<file path="config.mk">
export PLATFORM = sky130hd
export DESIGN_NAME = ddm_confidence_walk_unit
export DESIGN_NICKNAME = d
export VERILOG_FILES = /design/src/ddmcw_pkg.sv /design/src/ddm_confidence_walk_unit.sv
export SDC_FILE = /design/constraint.sdc
export NUM_CORES = 2
export LEC_CHECK = 0
export BUFFER_PORTS_ARGS = -buffer_cell sky130_fd_sc_hd__buf_2
export CORE_MARGIN = 10
export CORE_UTILIZATION = 35
export CTS_CLUSTER_SIZE = 12
export DETAILED_ROUTE_END_ITERATION = 7
export PLACE_DENSITY = 0.52
export SLEW_MARGIN = 20
export SYNTH_ARGS = -nofsm -noshare
export SYNTH_HDL_FRONTEND = slang
export SYNTH_SLANG_ARGS = --single-unit
</file>
<file path="constraint.sdc">
create_clock -name clk -period 21 [get_ports clk]
set_input_delay 2.1 -clock clk [delete_from_list [all_inputs] [get_ports clk]]
set_output_delay 2.1 -clock clk [all_outputs]
set_load 0.02 [all_outputs]
</file>
<file path="src/ddmcw_pkg.sv">
// ----------------------------------------------------------------------------
// ddmcw_pkg
// Register indexes and saturating helpers for the confidence walk unit.
// ----------------------------------------------------------------------------
package ddmcw_pkg;

    typedef enum logic [2:0] {
        REG_BOUND_UPPER       = 3'd0,
        REG_START_EVIDENCE    = 3'd1,
        REG_DRIFT_STEP        = 3'd2,
        REG_POST_DRIFT_STEP   = 3'd3,
        REG_NOISE_GAIN        = 3'd4,
        REG_CONFIDENCE_WIDTH  = 3'd5,
        REG_URGENCY_STEP      = 3'd6,
        REG_NONDECISION_STEPS = 3'd7
    } cfg_index_t;

    localparam int unsigned CFG_INDEX_W = 3;
    localparam int unsigned CFG_DATA_W  = 32;
    localparam int unsigned NOISE_W     = 36;   // scaled noise, Q20.16 signed
    localparam int unsigned SUM_W       = 38;   // evidence + drift + noise

    localparam logic [30:0] RESET_BOUND_UPPER    = 31'd65536;
    localparam logic [30:0] RESET_START_EVIDENCE = 31'd32768;
    localparam logic [30:0] RESET_NOISE_GAIN     = 31'd655;
    localparam logic [30:0] RESET_CONF_WIDTH     = 31'd65536;

    // clamp a wide signed value to 32-bit signed
    function automatic logic [31:0] sat32(input logic [SUM_W-1:0] v);
        logic [31:0] r;
        if ((v[SUM_W-1:31] == '0) || (v[SUM_W-1:31] == '1))
        begin
            r = v[31:0];
        end
        else if (v[SUM_W-1])
        begin
            r = 32'h8000_0000;
        end
        else
        begin
            r = 32'h7FFF_FFFF;
        end
        return r;
    endfunction

    function automatic logic [31:0] sat_add_u32(input logic [31:0] a, input logic [31:0] b);
        logic [32:0] s;
        s = {1'b0, a} + {1'b0, b};
        return s[32] ? 32'hFFFF_FFFF : s[31:0];
    endfunction

endpackage

</file>
<file path="src/ddm_confidence_walk_unit.sv">
// ----------------------------------------------------------------------------
// ddm_confidence_walk_unit
// Drift diffusion walk with collapsing confidence bounds, one step per sample.
// ----------------------------------------------------------------------------
// usage
//   sample channel: noise_sample with sample_valid / sample_stall; one request
//   is one walk step. result channel: one request per finished trial with
//   result_valid / result_stall. configuration: cfg_write with cfg_index and
//   cfg_data, written by the user only while the unit is idle (no sample in
//   flight), which the unit does not enforce. a sample passes a multiply
//   stage (gain times sample, rounded) and then the walk update stage, which
//   writes the result register and raises result_valid when a trial ends.
//   throughput is one sample per cycle while results are not stalled, set by
//   the walk update (one wide add, saturation and the bound compares) feeding
//   back on itself. when the receiver stalls, the finished result holds in
//   its register and one more sample may still enter the multiply stage;
//   sample_stall rises only once that stage holds a sample that cannot move
//   on. reset restores the register defaults, empties both stages and starts
//   trial zero at the start evidence.
// ----------------------------------------------------------------------------
module ddm_confidence_walk_unit
(
    input  logic                                  clk,
    input  logic                                  rst_n,
    input  logic                                  cfg_write,
    input  logic [ddmcw_pkg::CFG_INDEX_W-1:0]     cfg_index,
    input  logic [ddmcw_pkg::CFG_DATA_W-1:0]      cfg_data,
    input  logic                                  sample_valid,
    output logic                                  sample_stall,
    input  logic signed [15:0]                    noise_sample,
    output logic                                  result_valid,
    input  logic                                  result_stall,
    output logic [31:0]                           trial_index,
    output logic [31:0]                           decision_rt,
    output logic                                  response_upper,
    output logic                                  correct,
    output logic signed [31:0]                    final_evidence,
    output logic [31:0]                           full_rt,
    output logic [31:0]                           confidence_rt,
    output logic signed [31:0]                    confidence_value
);
    import ddmcw_pkg::*;

    // configuration
    logic [30:0] bound_upper_reg;
    logic [30:0] start_evidence_reg;
    logic [31:0] drift_step_reg;
    logic [31:0] post_drift_step_reg;
    logic [30:0] noise_gain_reg;
    logic [30:0] confidence_width_reg;
    logic [30:0] urgency_step_reg;
    logic [15:0] nondecision_steps_reg;

    // multiply stage
    logic                  noise_valid_reg;
    logic [NOISE_W-1:0]    noise_reg;
    logic signed [47:0]    product;
    logic signed [47:0]    product_rounded;

    // walk state
    logic        phase_reg;
    logic [31:0] evidence_reg;
    logic [31:0] collapse_reg;
    logic [31:0] step_count_reg;
    logic [31:0] decision_count_reg;
    logic        hit_upper_reg;
    logic        was_correct_reg;
    logic [31:0] trial_counter_reg;

    // result register
    logic        result_valid_reg;
    logic [31:0] trial_index_reg;
    logic [31:0] decision_rt_reg;
    logic        response_upper_reg;
    logic        correct_reg;
    logic [31:0] final_evidence_reg;
    logic [31:0] full_rt_reg;
    logic [31:0] confidence_rt_reg;
    logic [31:0] confidence_value_reg;

    // walk update
    logic               advance;
    logic [31:0]        step_inc;
    logic [SUM_W-1:0]   noise_ext;
    logic [31:0]        walk;
    logic signed [32:0] walk_ext;
    logic signed [32:0] bound_ext;
    logic               phase_next;
    logic [31:0]        evidence_next;
    logic [31:0]        collapse_next;
    logic [31:0]        decision_next;
    logic               hit_next;
    logic               correct_next;
    logic               decided_done;
    logic [32:0]        rel;
    logic [33:0]        rel_oriented;
    logic signed [35:0] rel2;
    logic signed [35:0] limit;
    logic signed [35:0] neg_limit;
    logic               crossed;
    logic               emit;

    assign advance      = noise_valid_reg && (!result_valid_reg || !result_stall);
    assign sample_stall = noise_valid_reg && !advance;

    assign product         = 48'($signed({1'b0, noise_gain_reg})) * 48'(noise_sample);
    assign product_rounded = product + 48'sd2048;

    always_comb
    begin
        step_inc      = sat_add_u32(step_count_reg, 32'd1);
        noise_ext     = {{(SUM_W-NOISE_W){noise_reg[NOISE_W-1]}}, noise_reg};
        phase_next    = phase_reg;
        collapse_next = collapse_reg;
        decision_next = decision_count_reg;
        hit_next      = hit_upper_reg;
        correct_next  = was_correct_reg;
        decided_done  = 1'b0;
        bound_ext     = $signed({2'b00, bound_upper_reg});
        if (!phase_reg)
        begin
            walk = sat32({{(SUM_W-32){evidence_reg[31]}}, evidence_reg}
                       + {{(SUM_W-32){drift_step_reg[31]}}, drift_step_reg}
                       + noise_ext);
        end
        else
        begin
            walk = sat32({{(SUM_W-32){evidence_reg[31]}}, evidence_reg}
                       + {{(SUM_W-32){post_drift_step_reg[31]}}, post_drift_step_reg}
                       + noise_ext);
        end
        walk_ext      = $signed({walk[31], walk});
        evidence_next = walk;
        if (!phase_reg)
        begin
            // upper bound is tested first so a zero bound resolves upward
            if (walk_ext >= bound_ext)
            begin
                hit_next      = 1'b1;
                correct_next  = !drift_step_reg[31];
                evidence_next = {1'b0, bound_upper_reg};
                phase_next    = 1'b1;
                decision_next = step_inc;
                decided_done  = (confidence_width_reg == '0);
            end
            else if (walk_ext <= 33'sd0)
            begin
                hit_next      = 1'b0;
                correct_next  = drift_step_reg[31];
                evidence_next = '0;
                phase_next    = 1'b1;
                decision_next = step_inc;
                decided_done  = (confidence_width_reg == '0);
            end
        end
        else
        begin
            collapse_next = sat_add_u32(collapse_reg, {1'b0, urgency_step_reg});
        end

        // evidence relative to the hit bound
        rel = {evidence_next[31], evidence_next}
            - (hit_next ? {2'b00, bound_upper_reg} : 33'd0);
        rel_oriented = hit_next ? {rel[32], rel} : (34'd0 - {rel[32], rel});
        rel2      = $signed({{2{rel[32]}}, rel, 1'b0});
        limit     = $signed({5'b0, confidence_width_reg})
                  - $signed({3'b0, collapse_next, 1'b0});
        neg_limit = 36'sd0 - limit;
        crossed   = (rel2 >= limit) || (rel2 <= neg_limit);
        emit      = phase_reg ? crossed : decided_done;
    end

    // configuration registers
    always_ff @(posedge clk or negedge rst_n)
    begin
        if (!rst_n)
        begin
            bound_upper_reg       <= RESET_BOUND_UPPER;
            start_evidence_reg    <= RESET_START_EVIDENCE;
            drift_step_reg        <= '0;
            post_drift_step_reg   <= '0;
            noise_gain_reg        <= RESET_NOISE_GAIN;
            confidence_width_reg  <= RESET_CONF_WIDTH;
            urgency_step_reg      <= '0;
            nondecision_steps_reg <= '0;
        end
        else if (cfg_write)
        begin
            unique case (cfg_index)
                REG_BOUND_UPPER:       bound_upper_reg       <= cfg_data[30:0];
                REG_START_EVIDENCE:    start_evidence_reg    <= cfg_data[30:0];
                REG_DRIFT_STEP:        drift_step_reg        <= cfg_data;
                REG_POST_DRIFT_STEP:   post_drift_step_reg   <= cfg_data;
                REG_NOISE_GAIN:        noise_gain_reg        <= cfg_data[30:0];
                REG_CONFIDENCE_WIDTH:  confidence_width_reg  <= cfg_data[30:0];
                REG_URGENCY_STEP:      urgency_step_reg      <= cfg_data[30:0];
                REG_NONDECISION_STEPS: nondecision_steps_reg <= cfg_data[15:0];
            endcase
        end
    end

    // control: stage valids and walk state
    always_ff @(posedge clk or negedge rst_n)
    begin
        if (!rst_n)
        begin
            noise_valid_reg    <= 1'b0;
            result_valid_reg   <= 1'b0;
            phase_reg          <= 1'b0;
            evidence_reg       <= {1'b0, RESET_START_EVIDENCE};
            collapse_reg       <= '0;
            step_count_reg     <= '0;
            decision_count_reg <= '0;
            hit_upper_reg      <= 1'b0;
            was_correct_reg    <= 1'b0;
            trial_counter_reg  <= '0;
        end
        else
        begin
            if (!noise_valid_reg || advance)
            begin
                noise_valid_reg <= sample_valid;
            end
            if (!result_valid_reg || !result_stall)
            begin
                result_valid_reg <= advance && emit;
            end
            if (advance)
            begin
                hit_upper_reg   <= hit_next;
                was_correct_reg <= correct_next;
                if (emit)
                begin
                    // next trial starts fresh
                    phase_reg          <= 1'b0;
                    evidence_reg       <= {1'b0, start_evidence_reg};
                    collapse_reg       <= '0;
                    step_count_reg     <= '0;
                    decision_count_reg <= '0;
                    trial_counter_reg  <= sat_add_u32(trial_counter_reg, 32'd1);
                end
                else
                begin
                    phase_reg          <= phase_next;
                    evidence_reg       <= evidence_next;
                    collapse_reg       <= collapse_next;
                    step_count_reg     <= step_inc;
                    decision_count_reg <= decision_next;
                end
            end
            else if (cfg_write && (cfg_index == REG_START_EVIDENCE) && !phase_reg
                     && (step_count_reg == '0))
            begin
                // trial not started yet: take the new start point now
                evidence_reg <= {1'b0, cfg_data[30:0]};
            end
        end
    end

    // payload registers
    always_ff @(posedge clk)
    begin
        if (!noise_valid_reg || advance)
        begin
            noise_reg <= product_rounded[47:12];
        end
        if (advance && emit)
        begin
            trial_index_reg      <= trial_counter_reg;
            decision_rt_reg      <= sat_add_u32(decision_next, {16'd0, nondecision_steps_reg});
            response_upper_reg   <= hit_next;
            correct_reg          <= correct_next;
            final_evidence_reg   <= evidence_next;
            full_rt_reg          <= sat_add_u32(step_inc, {16'd0, nondecision_steps_reg});
            confidence_rt_reg    <= step_inc - decision_next;
            confidence_value_reg <= sat32({{(SUM_W-34){rel_oriented[33]}}, rel_oriented});
        end
    end

    assign result_valid     = result_valid_reg;
    assign trial_index      = trial_index_reg;
    assign decision_rt      = decision_rt_reg;
    assign response_upper   = response_upper_reg;
    assign correct          = correct_reg;
    assign final_evidence   = $signed(final_evidence_reg);
    assign full_rt          = full_rt_reg;
    assign confidence_rt    = confidence_rt_reg;
    assign confidence_value = $signed(confidence_value_reg);

    // checks
    a_collapse_idle: assert property (@(posedge clk) disable iff (!rst_n)
        !phase_reg |-> (collapse_reg == '0))
        else $error("collapse accumulated during decision phase");

    a_decision_zero: assert property (@(posedge clk) disable iff (!rst_n)
        !phase_reg |-> (decision_count_reg == '0))
        else $error("decision count set before a bound was hit");

    a_count_order: assert property (@(posedge clk) disable iff (!rst_n)
        decision_count_reg <= step_count_reg)
        else $error("decision count exceeds step count");

    a_stall_cause: assert property (@(posedge clk) disable iff (!rst_n)
        sample_stall |-> (noise_valid_reg && result_valid_reg && result_stall))
        else $error("sample request stalled without a blocked result");

    a_emit_restart: assert property (@(posedge clk) disable iff (!rst_n)
        (advance && emit) |=> (result_valid && !phase_reg && (step_count_reg == '0)))
        else $error("finished trial did not produce a result and restart");

endmodule

</file>
==> out/metrics.yaml <==
global_routing:
  grt_overflow_total: 0
  grt_pass1_wl_um: 282200
  grt_max_degree: 157
  track_usage: 0.1986
  antenna_found_initial: 14
  grt_pass1_vias: 45854
worst_setup_path:
  crit_type: "reg -> reg"
  required_ns: 21.48
  startpoint: "noise_reg[1]"
  worstPathArrival_ns: 17.51
  worstReg2RegStart: "noise_reg[1]"
  start_kind: "flip-flop"
  r2r_slack_ns: 3.97
  worst_path_max_delay_cell: "buf_4"
  worstSetupEndpointType: "flip-flop"
  timing.rr.end: "trial_counter_reg[31]"
  cp_slowest_stage_delay_ns: 0.91
  cp_max_fo: 120
  r2r_cells: 58
cells_and_area:
  final_cells: 8400
  fin_area_um2: 64110
  nets: 7157
  area_growth_pct: 10.31
  layout-drive-gt1-share: 0.1146
  largest_reg_flops: 36
sta:
  fin_crit_ns: 17.03
  relSlewSlack: 0.2880
  rsz0062_at_grt: "no"
  hold_slack_ns: 0.4746
  tns_ns: 0
  finClkSkew_ns: 0.03711
  min_period_over_period: 0.8111
  hold_viol: 0
  worst_slew_pin_slew_ns: 1.060
  slew_viol_final: 0
  setup_violations: 0
  max_freq_ghz: 0.05871
clock_network:
  cts_tree: "yes"
  cts.path.max_buffers: 3
  clk_latency_ns: 0.69
  postCtsSetupBuffers: 0
  htreeDepth: 3
  cts_num_sinks: 630
  path_clk_slew_ns: 0.06
  clockRootBuffer: "clkbuf_16"
  ctsResizeCount: 0
  numCtsBuffers: 74
  cts_hold_buffers: 0
logic_synthesis:
  async_reset_ff_frac: 0.6349
  synth_cell_types: 94
  synth_area_um2: 58110
  yosysTopAreaCell: "dfrtp_1"
  synthAdderAreaFrac: 0.2683
  ys_ff_latch: 630
  synth.top_cells.by_area: "dfrtp_1, fa_1, edfxtp_1, ha_1, nand2_1"
  muxShareOfSynthArea: 0.05570
  syn_avg_cell_area_um2: 9.661
  yosysWarnings: 0
  synth_compound_area_frac: 0.1402
  synthSimpleGateAreaFrac: 0.1452
  ys.flop_type: "dfrtp_1"
  synth.net_count: 7026
  synth_top_area_frac: 0.1679
  synthTopCellsByCount: "nand2_1, inv_1, fa_1"
  synthCells: 6015
  synthXorXnorAreaFrac: 0.04304
  synth.most_common_cell: "nand2_1"
  yosysSeqAreaShare: 0.2913
  synth_top_family_by_area: "adder cells"
  synth_edf_count: 230
drt:
  wl_met3_um: 7943
  routedWlPerCell_um: 21.91
  viasPerCell: 5.383
  drt_wl_total_um: 184000
  ant_nets: 0
  vias: 45216
  drc: 0
  first_pass_iters: 5
  wl_met1_um: 81140
  met2WireLength_um: 89660
  drt_iter0_drc: 3296
  highest-signal-layer: "met4"
floorplanning:
  fp.dieArea_um2: 182700
  core-area_um2: 165000
  die_x_um: 427.5
  die_h_um: 427.5
  row_count: 149
  io_pins: 252
  initial_utilization: 0.3522
run_status:
  status: "complete, no violations"
placed_design:
  hpwlAfterDp_um: 139000
  port_buffers: 251
  dp.cells: 8259
  gp_congestion: 0.8953
  postPlaceCellArea_um2: 61640
job:
  cap_violations: 0
worst_hold_path:
  hold_path_end: "decision_count_reg[10]"
  holdPathStages: 2
  hp-class: "reg -> reg"
  hp-start: "decision_count_reg[10]"
-- critical path, delay by kind of cell (launching register included) --
family	cells	cell delay, ns
buffers and inverters	6	2.44
DFF	1	0.44
adders and majority gates	6	2.05
and+or+nand+nor	11	2.35
xor gates and xnor gates	2	0.82
AOI/OAI and AO/OA	33	8.60
-- metal layers --
| layer | vias to the layer above | GRT usage |
|---|---|---|
| met5 | - | 0 |
| met4 | 0 | 0.05874 |
| met3 | 239 | 0.01895 |
| met2 | 1123 | 0.3424 |
| met1 | 22785 | 0.2632 |
| li1 | 21069 | - |
-- cells in the final DEF, fill, tap and decap left out, drive strengths merged, types with 26 or more instances in the layout --
cell,synthesis,routed
clkbuf,206,100
nand3,110,110
and2,189,189
a22o,31,31
dfrtp,390,390
o31ai,86,86
or2,26,26
o22ai,38,38
xnor2,188,188
a31oi,57,57
o21bai,37,37
nor2b,43,43
nand2b,97,97
o211ai,42,42
mux2i,77,77
o21ai,288,288
nor4,34,34
fa,485,485
nor3,64,64
and3,69,69
nor2,211,211
edfxtp,230,230
a22oi,35,35
or3,34,34
xor2,95,95
a21o,120,120
nand4,53,53
inv,595,598
mux2,219,219
ha,470,470
nand2,755,755
buf,48,309
a21oi,314,314
o21a,39,39
-- kinds of logic after synthesis --
kind of cell | count (synthesis)
AND/OR/NAND/NOR | 1747
adder cells (fa/ha/maj) | 955
AO/OA/AOI/OAI | 1254
multiplexers | 296
flip-flops | 630
XOR/XNOR | 284
buffers and inverters | 849
-- how the worst max path moves through the flow --
stage / end / cells after the start
global placement: decision_rt[28] / 57
detailed placement: trial_counter_reg[31] / 58
finish: trial_counter_reg[31] / 58
CTS: trial_counter_reg[31] / 58
global route: trial_counter_reg[31] / 58
floorplan: trial_counter_reg[31] / 68
-- stage by stage --
step	worst slack (ns)	util
after floorplan	4.294	-
after global placement	4.315	0.3736
after detailed placement	4.116	0.3736
after CTS	4.037	0.3884
after global routing	2.645	0.3885
final	3.968	0.3885
-- cell type report --
type | count | area, um^2
Tap cell | 2189 | 2739
Timing Repair Buffer | 309 | 1730
Multi-Input combinational cell | 4536 | 38010
Clock inverter | 35 | 369.1
Fill cell | 16492 | 100900
Inverter | 595 | 2241
Sequential cell | 630 | 16930
Antenna cell | 6 | 15.01
Clock buffer | 100 | 2076
Power is not shown: default switching activity piles up to over one toggle a cycle in this logic, so the estimate is an artifact.
